**src/rtl/mwrp_pkg.sv**
```systemverilog
`default_nettype none

package mwrp_pkg;

    localparam int MAX_ENTRIES = 16;
    localparam int IDX_W       = $clog2(MAX_ENTRIES);
    localparam int CNT_W       = IDX_W + 1;
    localparam int CFG_W       = 5;
    localparam int VAL_W       = 32;
    localparam int PROB_W      = 17;
    localparam int MASK_W      = 16;
    localparam int FRAC_W      = 16;
    localparam int SUM_W       = PROB_W + IDX_W;

    localparam logic [PROB_W-1:0] PROB_ONE = PROB_W'(65536);

    typedef enum logic [1:0] {
        ST_LOADED  = 2'd0,
        ST_SAMPLED = 2'd1,
        ST_EMPTY   = 2'd2
    } t_status;

    typedef struct packed {
        logic             wr_en;     // store the accepted load beat
        logic             start;     // latch a sample beat, clear accumulators
        logic             rd_en;
        logic             rd_pass2;  // read belongs to the cumulative walk
        logic [IDX_W-1:0] rd_addr;
        logic             mult;      // register the scaled threshold
        logic             load_out;
        t_status          out_kind;
    } t_cmd;

    typedef struct packed {
        logic [CNT_W-1:0] count;     // capped entry count of the current sample
        logic             empty;     // nothing selectable after the first pass
    } t_sts;

endpackage

`default_nettype wire

```
**src/rtl/mwrp_if.sv**
```systemverilog
`default_nettype none

interface mwrp_in_if;
    logic                           valid;
    logic                           ready;
    logic                           mode;
    logic [mwrp_pkg::IDX_W-1:0]     entry_index;
    logic signed [mwrp_pkg::VAL_W-1:0] entry_value;
    logic [mwrp_pkg::PROB_W-1:0]    entry_probability;
    logic [mwrp_pkg::MASK_W-1:0]    excluded_mask;
    logic [mwrp_pkg::FRAC_W-1:0]    random_fraction;

    modport source (output valid, mode, entry_index, entry_value, entry_probability,
                    excluded_mask, random_fraction, input ready);
    modport sink   (input valid, mode, entry_index, entry_value, entry_probability,
                    excluded_mask, random_fraction, output ready);
endinterface

interface mwrp_out_if;
    logic                              valid;
    logic                              ready;
    logic [1:0]                        status;
    logic [mwrp_pkg::IDX_W-1:0]        chosen_index;
    logic signed [mwrp_pkg::VAL_W-1:0] chosen_value;
    logic [mwrp_pkg::PROB_W-1:0]       chosen_probability;

    modport source (output valid, status, chosen_index, chosen_value, chosen_probability,
                    input ready);
    modport sink   (input valid, status, chosen_index, chosen_value, chosen_probability,
                    output ready);
endinterface

interface mwrp_cfg_if;
    logic                       valid;
    logic                       ready;
    logic [mwrp_pkg::CFG_W-1:0] data;

    modport source (output valid, data, input ready);
    modport sink   (input valid, data, output ready);
endinterface

`default_nettype wire

```
**src/rtl/masked_weighted_random_pick.sv**
```systemverilog
// Channel  Dir  Handshake      Payload
// i_in     in   valid / ready  mode, entry_index, entry_value, entry_probability,
//                              excluded_mask, random_fraction
// o_out    out  valid / ready  status, chosen_index, chosen_value, chosen_probability
// i_cfg    in   valid / ready  data (entry_count)
//
// A load beat is written into the table and then reported from the output register; a
// sample beat takes two walks over the single read port of the table, one entry per
// cycle, over the N entries in use; the second walk is skipped when nothing is selectable.
// One beat is worked on at a time; a new beat is taken while the last result
// still waits in the output register, and the next result holds until it is taken.
// Reset is synchronous, active low; the table is not cleared and entry_count
// returns to 1. The config port never stalls.
`default_nettype none

module masked_weighted_random_pick (
    input  logic    i_clk,
    input  logic    i_rst_n,
    mwrp_in_if.sink   i_in,
    mwrp_out_if.source o_out,
    mwrp_cfg_if.sink  i_cfg
);
    import mwrp_pkg::*;

    t_cmd cmd;
    t_sts sts;

    mwrp_ctrl u_ctrl (
        .i_clk       (i_clk),
        .i_rst_n     (i_rst_n),
        .i_in_valid  (i_in.valid),
        .i_in_mode   (i_in.mode),
        .o_in_ready  (i_in.ready),
        .i_out_ready (o_out.ready),
        .o_out_valid (o_out.valid),
        .o_cmd       (cmd),
        .i_sts       (sts)
    );

    mwrp_dp u_dp (
        .i_clk                (i_clk),
        .i_rst_n              (i_rst_n),
        .i_cfg_valid          (i_cfg.valid),
        .i_cfg_data           (i_cfg.data),
        .o_cfg_ready          (i_cfg.ready),
        .i_entry_index        (i_in.entry_index),
        .i_entry_value        (i_in.entry_value),
        .i_entry_probability  (i_in.entry_probability),
        .i_excluded_mask      (i_in.excluded_mask),
        .i_random_fraction    (i_in.random_fraction),
        .i_cmd                (cmd),
        .o_sts                (sts),
        .o_status             (o_out.status),
        .o_chosen_index       (o_out.chosen_index),
        .o_chosen_value       (o_out.chosen_value),
        .o_chosen_probability (o_out.chosen_probability)
    );

endmodule

`default_nettype wire

```
**src/rtl/mwrp_ctrl.sv**
```systemverilog
`default_nettype none

module mwrp_ctrl (
    input  logic           i_clk,
    input  logic           i_rst_n,
    input  logic           i_in_valid,
    input  logic           i_in_mode,
    output logic           o_in_ready,
    input  logic           i_out_ready,
    output logic           o_out_valid,
    output mwrp_pkg::t_cmd o_cmd,
    input  mwrp_pkg::t_sts i_sts
);
    import mwrp_pkg::*;

    typedef enum logic [2:0] {
        S_IDLE,
        S_PASS1,
        S_WAIT1,
        S_PASS2,
        S_WAIT2,
        S_DONE
    } t_state;

    t_state           r_state, n_state;
    logic [CNT_W-1:0] r_idx, n_idx;
    t_status          r_kind, n_kind;
    logic             r_out_valid, n_out_valid;

    always_comb begin
        n_state          = r_state;
        n_idx            = r_idx;
        n_kind           = r_kind;
        o_cmd            = '0;
        o_cmd.rd_addr    = r_idx[IDX_W-1:0];
        o_cmd.out_kind   = r_kind;
        unique case (r_state)
            S_IDLE: begin
                if (i_in_valid) begin
                    if (!i_in_mode) begin
                        o_cmd.wr_en = 1'b1;
                        n_kind      = ST_LOADED;
                        n_state     = S_DONE;
                    end else begin
                        o_cmd.start = 1'b1;
                        n_idx       = '0;
                        n_state     = S_PASS1;
                    end
                end
            end
            S_PASS1: begin
                if (r_idx < i_sts.count) begin
                    o_cmd.rd_en = 1'b1;
                    n_idx       = r_idx + CNT_W'(1);
                end else begin
                    n_state = S_WAIT1;
                end
            end
            S_WAIT1: begin
                if (i_sts.empty) begin
                    n_kind  = ST_EMPTY;
                    n_state = S_DONE;
                end else begin
                    o_cmd.mult = 1'b1;
                    n_idx      = '0;
                    n_state    = S_PASS2;
                end
            end
            S_PASS2: begin
                if (r_idx < i_sts.count) begin
                    o_cmd.rd_en    = 1'b1;
                    o_cmd.rd_pass2 = 1'b1;
                    n_idx          = r_idx + CNT_W'(1);
                end else begin
                    n_state = S_WAIT2;
                end
            end
            S_WAIT2: begin
                n_kind  = ST_SAMPLED;
                n_state = S_DONE;
            end
            S_DONE: begin
                // hold here until the output register is free
                if (!r_out_valid || i_out_ready) begin
                    o_cmd.load_out = 1'b1;
                    n_state        = S_IDLE;
                end
            end
            default: n_state = S_IDLE;
        endcase
        n_out_valid = o_cmd.load_out | (r_out_valid & ~i_out_ready);
    end

    assign o_in_ready  = (r_state == S_IDLE);
    assign o_out_valid = r_out_valid;

    always_ff @(posedge i_clk) begin
        if (!i_rst_n) begin
            r_state     <= S_IDLE;
            r_idx       <= '0;
            r_kind      <= ST_LOADED;
            r_out_valid <= 1'b0;
        end else begin
            r_state     <= n_state;
            r_idx       <= n_idx;
            r_kind      <= n_kind;
            r_out_valid <= n_out_valid;
        end
    end

endmodule

`default_nettype wire

```
**src/rtl/mwrp_dp.sv**
```systemverilog
`default_nettype none

module mwrp_dp (
    input  logic                                 i_clk,
    input  logic                                 i_rst_n,
    input  logic                                 i_cfg_valid,
    input  logic [mwrp_pkg::CFG_W-1:0]           i_cfg_data,
    output logic                                 o_cfg_ready,
    input  logic [mwrp_pkg::IDX_W-1:0]           i_entry_index,
    input  logic signed [mwrp_pkg::VAL_W-1:0]    i_entry_value,
    input  logic [mwrp_pkg::PROB_W-1:0]          i_entry_probability,
    input  logic [mwrp_pkg::MASK_W-1:0]          i_excluded_mask,
    input  logic [mwrp_pkg::FRAC_W-1:0]          i_random_fraction,
    input  mwrp_pkg::t_cmd                       i_cmd,
    output mwrp_pkg::t_sts                       o_sts,
    output logic [1:0]                           o_status,
    output logic [mwrp_pkg::IDX_W-1:0]           o_chosen_index,
    output logic signed [mwrp_pkg::VAL_W-1:0]    o_chosen_value,
    output logic [mwrp_pkg::PROB_W-1:0]          o_chosen_probability
);
    import mwrp_pkg::*;

    logic [VAL_W-1:0]  r_vals  [MAX_ENTRIES];
    logic [PROB_W-1:0] r_probs [MAX_ENTRIES];

    logic [CFG_W-1:0]  r_entry_count;
    logic [CNT_W-1:0]  r_count;
    logic [MASK_W-1:0] r_mask;
    logic [FRAC_W-1:0] r_frac;

    logic              r_rd_vld;
    logic              r_rd_pass2;
    logic [IDX_W-1:0]  r_rd_idx;
    logic [VAL_W-1:0]  r_rd_val;
    logic [PROB_W-1:0] r_rd_prob;

    logic [SUM_W-1:0]  r_excl;
    logic              r_have_last;
    logic [IDX_W-1:0]  r_last;
    logic [PROB_W-1:0] r_thresh;
    logic [SUM_W-1:0]  r_acc;
    logic              r_found;
    logic [IDX_W-1:0]  r_sel_idx;
    logic [VAL_W-1:0]  r_sel_val;
    logic [PROB_W-1:0] r_sel_prob;
    logic [VAL_W-1:0]  r_last_val;
    logic [PROB_W-1:0] r_last_prob;

    logic [1:0]        r_out_status;
    logic [IDX_W-1:0]  r_out_idx;
    logic [VAL_W-1:0]  r_out_val;
    logic [PROB_W-1:0] r_out_prob;

    logic [PROB_W-1:0]        wr_prob;
    logic [CNT_W-1:0]         cap_count;
    logic                     rd_excluded;
    logic [SUM_W-1:0]         acc_sum;
    logic [PROB_W-1:0]        remaining;
    logic [FRAC_W+PROB_W-1:0] product;

    function automatic logic [SUM_W-1:0] acc_excl(input logic [SUM_W-1:0]  sum,
                                                  input logic [PROB_W-1:0] p);
        acc_excl = sum + SUM_W'(p);
    endfunction

    assign o_cfg_ready = 1'b1;

    assign wr_prob   = (i_entry_probability > PROB_ONE) ? PROB_ONE : i_entry_probability;
    assign cap_count = (r_entry_count > CFG_W'(MAX_ENTRIES)) ? CNT_W'(MAX_ENTRIES)
                                                             : CNT_W'(r_entry_count);
    assign rd_excluded = r_mask[r_rd_idx];
    assign acc_sum     = r_acc + SUM_W'(r_rd_prob);
    assign remaining   = PROB_W'(SUM_W'(PROB_ONE) - r_excl);
    assign product     = r_frac * remaining;

    assign o_sts.count = r_count;
    assign o_sts.empty = !r_have_last || (r_excl >= SUM_W'(PROB_ONE));

    always_ff @(posedge i_clk) begin
        if (!i_rst_n) begin
            r_entry_count <= CFG_W'(1);
        end else if (i_cfg_valid) begin
            r_entry_count <= i_cfg_data;
        end
    end

    // table: one write port, one registered read port
    always_ff @(posedge i_clk) begin
        if (i_cmd.wr_en) begin
            r_vals[i_entry_index]  <= i_entry_value;
            r_probs[i_entry_index] <= wr_prob;
        end
        r_rd_val  <= r_vals[i_cmd.rd_addr];
        r_rd_prob <= r_probs[i_cmd.rd_addr];
    end

    always_ff @(posedge i_clk) begin
        if (!i_rst_n) begin
            r_rd_vld <= 1'b0;
        end else begin
            r_rd_vld <= i_cmd.rd_en;
        end
    end

    always_ff @(posedge i_clk) begin
        r_rd_pass2 <= i_cmd.rd_pass2;
        r_rd_idx   <= i_cmd.rd_addr;

        if (i_cmd.start) begin
            r_count     <= cap_count;
            r_mask      <= i_excluded_mask;
            r_frac      <= i_random_fraction;
            r_excl      <= '0;
            r_have_last <= 1'b0;
            r_last      <= '0;
            r_acc       <= '0;
            r_found     <= 1'b0;
        end

        if (i_cmd.mult) begin
            r_thresh <= product[FRAC_W +: PROB_W];
        end

        if (r_rd_vld && !r_rd_pass2) begin
            if (rd_excluded) begin
                r_excl <= acc_excl(r_excl, r_rd_prob);
            end else begin
                r_have_last <= 1'b1;
                r_last      <= r_rd_idx;
            end
        end

        if (r_rd_vld && r_rd_pass2 && !rd_excluded) begin
            r_acc <= acc_sum;
            // keep only the first entry whose running sum reaches the threshold
            if (!r_found && (SUM_W'(r_thresh) <= acc_sum)) begin
                r_found    <= 1'b1;
                r_sel_idx  <= r_rd_idx;
                r_sel_val  <= r_rd_val;
                r_sel_prob <= r_rd_prob;
            end
            if (r_rd_idx == r_last) begin
                r_last_val  <= r_rd_val;
                r_last_prob <= r_rd_prob;
            end
        end

        if (i_cmd.load_out) begin
            r_out_status <= i_cmd.out_kind;
            case (i_cmd.out_kind)
                ST_SAMPLED: begin
                    r_out_idx  <= r_found ? r_sel_idx  : r_last;
                    r_out_val  <= r_found ? r_sel_val  : r_last_val;
                    r_out_prob <= r_found ? r_sel_prob : r_last_prob;
                end
                default: begin
                    r_out_idx  <= '0;
                    r_out_val  <= '0;
                    r_out_prob <= '0;
                end
            endcase
        end
    end

    assign o_status             = r_out_status;
    assign o_chosen_index       = r_out_idx;
    assign o_chosen_value       = r_out_val;
    assign o_chosen_probability = r_out_prob;

endmodule

`default_nettype wire

```
**src/flat_wrapper.sv**
```systemverilog
// flat-port wrapper written by rule: the top's interface ports become plain ports
module masked_weighted_random_pick_flat import mwrp_pkg::*;
  (i_clk, i_rst_n, i_in_valid, i_in_mode, i_in_entry_index, i_in_entry_value, i_in_entry_probability, i_in_excluded_mask, i_in_random_fraction, i_in_ready, o_out_valid, o_out_status, o_out_chosen_index, o_out_chosen_value, o_out_chosen_probability, o_out_ready, i_cfg_valid, i_cfg_data, i_cfg_ready);
  mwrp_in_if i_in_i ();
  mwrp_out_if o_out_i ();
  mwrp_cfg_if i_cfg_i ();
  input  logic i_clk;
  input  logic i_rst_n;
  input wire logic [$bits(i_in_i.valid)-1:0] i_in_valid;
  input wire logic [$bits(i_in_i.mode)-1:0] i_in_mode;
  input wire logic [$bits(i_in_i.entry_index)-1:0] i_in_entry_index;
  input wire logic [$bits(i_in_i.entry_value)-1:0] i_in_entry_value;
  input wire logic [$bits(i_in_i.entry_probability)-1:0] i_in_entry_probability;
  input wire logic [$bits(i_in_i.excluded_mask)-1:0] i_in_excluded_mask;
  input wire logic [$bits(i_in_i.random_fraction)-1:0] i_in_random_fraction;
  output wire logic [$bits(i_in_i.ready)-1:0] i_in_ready;
  output wire logic [$bits(o_out_i.valid)-1:0] o_out_valid;
  output wire logic [$bits(o_out_i.status)-1:0] o_out_status;
  output wire logic [$bits(o_out_i.chosen_index)-1:0] o_out_chosen_index;
  output wire logic [$bits(o_out_i.chosen_value)-1:0] o_out_chosen_value;
  output wire logic [$bits(o_out_i.chosen_probability)-1:0] o_out_chosen_probability;
  input wire logic [$bits(o_out_i.ready)-1:0] o_out_ready;
  input wire logic [$bits(i_cfg_i.valid)-1:0] i_cfg_valid;
  input wire logic [$bits(i_cfg_i.data)-1:0] i_cfg_data;
  output wire logic [$bits(i_cfg_i.ready)-1:0] i_cfg_ready;
  assign i_in_i.valid = i_in_valid;
  assign i_in_i.mode = i_in_mode;
  assign i_in_i.entry_index = i_in_entry_index;
  assign i_in_i.entry_value = i_in_entry_value;
  assign i_in_i.entry_probability = i_in_entry_probability;
  assign i_in_i.excluded_mask = i_in_excluded_mask;
  assign i_in_i.random_fraction = i_in_random_fraction;
  assign i_in_ready = i_in_i.ready;
  assign o_out_valid = o_out_i.valid;
  assign o_out_status = o_out_i.status;
  assign o_out_chosen_index = o_out_i.chosen_index;
  assign o_out_chosen_value = o_out_i.chosen_value;
  assign o_out_chosen_probability = o_out_i.chosen_probability;
  assign o_out_i.ready = o_out_ready;
  assign i_cfg_i.valid = i_cfg_valid;
  assign i_cfg_i.data = i_cfg_data;
  assign i_cfg_ready = i_cfg_i.ready;
  masked_weighted_random_pick u_core (.i_clk(i_clk), .i_rst_n(i_rst_n), .i_in(i_in_i), .o_out(o_out_i), .i_cfg(i_cfg_i));
endmodule
```
**config.mk**
```make
export PLATFORM = sky130hd
export DESIGN_NAME = masked_weighted_random_pick_flat
export DESIGN_NICKNAME = d
export VERILOG_FILES = /design/src/rtl/mwrp_pkg.sv /design/src/rtl/mwrp_if.sv /design/src/rtl/masked_weighted_random_pick.sv /design/src/rtl/mwrp_ctrl.sv /design/src/rtl/mwrp_dp.sv /design/src/flat_wrapper.sv
export SDC_FILE = /design/constraint.sdc
export NUM_CORES = 2
export LEC_CHECK = 0
export ABC_AREA = 0
export ABC_CLOCK_PERIOD_IN_PS = 8300
export BUFFER_PORTS_ARGS = -buffer_cell sky130_fd_sc_hd__buf_2
export CAP_MARGIN = 30
export CELL_PAD_IN_SITES_DETAIL_PLACEMENT = 0
export CELL_PAD_IN_SITES_GLOBAL_PLACEMENT = 1
export CORE_MARGIN = 2
export CORE_UTILIZATION = 35
export CTS_BUF_LIST = sky130_fd_sc_hd__clkbuf_4 sky130_fd_sc_hd__clkbuf_8
export DETAILED_ROUTE_END_ITERATION = 8
export GPL_ROUTABILITY_DRIVEN = 0
export MAX_ROUTING_LAYER = met4
export PLACE_DENSITY = 0.6
export SETUP_SLACK_MARGIN = 0.1
export SLEW_MARGIN = 20
export SYNTH_ARGS = -nofsm -noshare
export SYNTH_HDL_FRONTEND = slang
export SYNTH_SLANG_ARGS = --single-unit
```
**constraint.sdc**
```tcl
create_clock -name i_clk -period 8.3 [get_ports i_clk]
set_input_delay 0.83 -clock i_clk [delete_from_list [all_inputs] [get_ports i_clk]]
set_output_delay 0.83 -clock i_clk [all_outputs]
set_load 0.01 [all_outputs]
```
==> metrics.md <==
| Metric | Value |
|---|---|
| DRT Pass-1 Iters | `7` |
| H-tree depth | `4` |
| Die area | `149000 um^2` |
| Slew HR | `33.0%` |
| Slowest CP cell | `fa_1` |
| CP Capture Type | `flop` |
| Vias per inst | `4.97` |
| Share of cells above drive strength 1 | `24.0%` |
| Routed wire length | `127000 um` |
| Hold Path Class | `input port to flop` |
| Crit path top cell by count | `fa_1` |
| Input/output buffers | `152` |
| Setup TNS | `0 ns` |
| Number of setup buffers added after CTS | `0` |
| Post-Syn Instances | `3034` |
| Dominant synthesized flop cell | `edfxtp_1` |
| Post-synth top area cell | `edfxtp_1` |
| Hold violation count in the final report | `0` |
| Netlist cell types | `74` |
| Layout area overhead | `15.1%` |
| Residual DRC | `0` |
| Num rows | `140` |
| Crit path launch type | `flop` |
| Max-slew violations | `0` |
| Skew-Pair Late Insertion Delay | `0.92 ns` |
| CTS tree | `yes` |
| Max stage delay on crit path | `0.52 ns` |
| TritonCTS buffer count | `190` |
| Fin crit share | `92.3%` |
| Fmax | `131 MHz` |
| DR top layer | `met4` |
| Starting density of the core | `35.2%` |
| Post-layout minimum cycle time | `7.66 ns` |
| Async SR Flop Fraction | `0%` |
| Most frequent cells in the layout | `edfxtp_1, mux4_2, inv_1` |
| Wire length on met2 | `58800 um` |
| Pre-CTS setup slack | `0.626 ns` |
| Core area | `146000 um^2` |
| HPWL Detailed | `77200 um` |
| WL per Instance | `23.3 um` |
| CTS sink cnt | `1114` |
| Slew @ Worst Pin | `1.00 ns` |
| Worst EP required | `8.93 ns` |
| Largest net degree at the start of global routing | `60` |
| Most common cell after layout, fill and taps aside | `edfxtp_1` |
| MaxCap Viol Count | `0` |
| Die width | `387 um` |
| GR Util All Layers | `17.6%` |
| Arr. time, crit path | `8.30 ns` |
| Total gr overflow | `0` |
| Reg clk slew, reported paths | `0.05 ns` |
| Synth Register Bits | `1114` |
| Setup ws final | `0.637 ns` |
| CP max FO | `10` |
| Area post-placement | `54700 um^2` |
| Post-route ant nets | `0` |
| Via count | `26982` |
| Critical Setup Path Class | `flop to flop` |
| Design area | `59000 um^2` |
| Initial antenna violation count | `18` |
| Nets | `3804` |
| Reg2reg start | `u_core.u_dp.r_excl[1]` |
| I/O pin count | `154` |
| Top cells by area, synth | `edfxtp_1, mux4_2, fa_1` |
| Root Buffer | `clkbuf_8` |
| RSZ-0062 raised after global routing | `false` |
| Yosys warns | `0` |
| Post-synthesis sequential area ratio | `63.4%` |
| Mapped Area | `51200 um^2` |
| Critical path origin | `u_core.u_dp.r_excl[1]` |
| Metal3 WL | `7130 um` |
| Syn_nets | `3498` |
| Vias in the first global route | `28586` |
| Area share of the largest cell type after synthesis | `59.6%` |
| Detailed Route Iter0 Violations | `2016` |
| Metal1 wirelength | `58000 um` |
| Clk_skew | `0.0714 ns` |
| Min-delay src | `i_in_random_fraction[13]` |
| Die Span Y | `387 um` |
| Syn Area/Cell | `16.9 um^2` |
| Outcome | `finished clean` |
| Final setup viols | `0` |
| Number of flops mapped to enable cells by yosys | `1016` |
| Global-route wire length before repair | `188000 um` |
| Max clock buf depth | `3` |
worst paths after layout:
check                                     to  slack, ns  cells past startpoint
setup reg to reg    u_core.u_dp.r_thresh[16]       0.64                     28
hold reg to reg   u_core.u_dp.r_last_val[25]       0.41                      0
setup / recovery    u_core.u_dp.r_thresh[16]       0.64                     28
hold / removal        u_core.u_dp.r_frac[13]       0.12                      1
final cells by class:
| type | count | area [um^2] |
|---|---|---|
| inverters | 250 | 941 |
| fillers | 13347 | 86600 |
| well taps | 1917 | 2400 |
| multi-input cells | 1548 | 17500 |
| repair buffers | 236 | 1610 |
| flip-flops and latches | 1114 | 32500 |
| diodes | 9 | 22.5 |
| clock inverters | 89 | 820 |
| clock buffers | 269 | 3210 |
per-layer routing:
layer	up-vias	global-route usage, %
li1	11969	-
met1	14115	24.5
met2	732	26.7
met3	166	3.10
met4	0	4.81
met5	-	-
cells by family after synthesis:
group,after synthesis,synth area share [%]
adder cells (fa/ha/maj),368,12.0
flip-flops,1114,63.4
XOR/XNOR,73,1.25
multiplexers,310,12.2
buffers and inverters,372,2.80
AND/OR/NAND/NOR,606,5.88
other,1,0.00732
AO/OA/AOI/OAI,190,2.47
sequential cells by signal, summed over array words and instances, names as in the netlist, 21 cells and up:
name and count:
u_core.u_dp.r_rd_val 32, u_core.u_dp.r_probs 272, u_core.u_dp.r_sel_val 32, u_core.u_dp.r_acc 21
u_core.u_dp.o_chosen_value 32, u_core.u_dp.r_last_val 32, u_core.u_dp.r_excl 21, u_core.u_dp.r_vals 512
worst max-delay path: cells and delay by family, from the launching register on:
kind / cells / cell delay [ns]
adder cells (fa/ha/maj): 8 / 3.33
buffers and inverters: 6 / 0.65
flip-flops: 1 / 0.33
XOR/XNOR: 1 / 0.40
AND/OR/NAND/NOR: 11 / 2.20
AO/OA/AOI/OAI: 2 / 0.51
through the flow:
stage | hold WS (ns) | cells | utilization, %
after floorplan | 0.353 | 3034 | -
final | 0.124 | 5432 | 40.5
after CTS | 0.00236 | 5408 | 40.4
after global routing | 0.0355 | 5429 | 40.5
after detailed placement | 0.410 | 5045 | 37.6
after global placement | 0.404 | 5035 | 37.4
synthesized netlist by cell type, types with 37 or more instances:
cell type     n
a21oi_1      49
and2_1      133
clkbuf_1     94
dfxtp_1      98
edfxtp_1   1016
fa_1        209
ha_1        159
inv_1       249
mux2i_1      59
mux4_2      250
nand2_1     191
nand3_1      37
nor2_1      123
o21ai_0      46
xnor2_1      38
timing repair:
item                                   CTS  global route
endpoints found under the hold margin    5             0
hold buffers                             5             0
setup endpoints to repair                0             1
gates resized for setup                  0             1
Power is left out: the tool's default activity adds up to more than one toggle a clock period on the data nets, which glitch-free logic cannot reach.
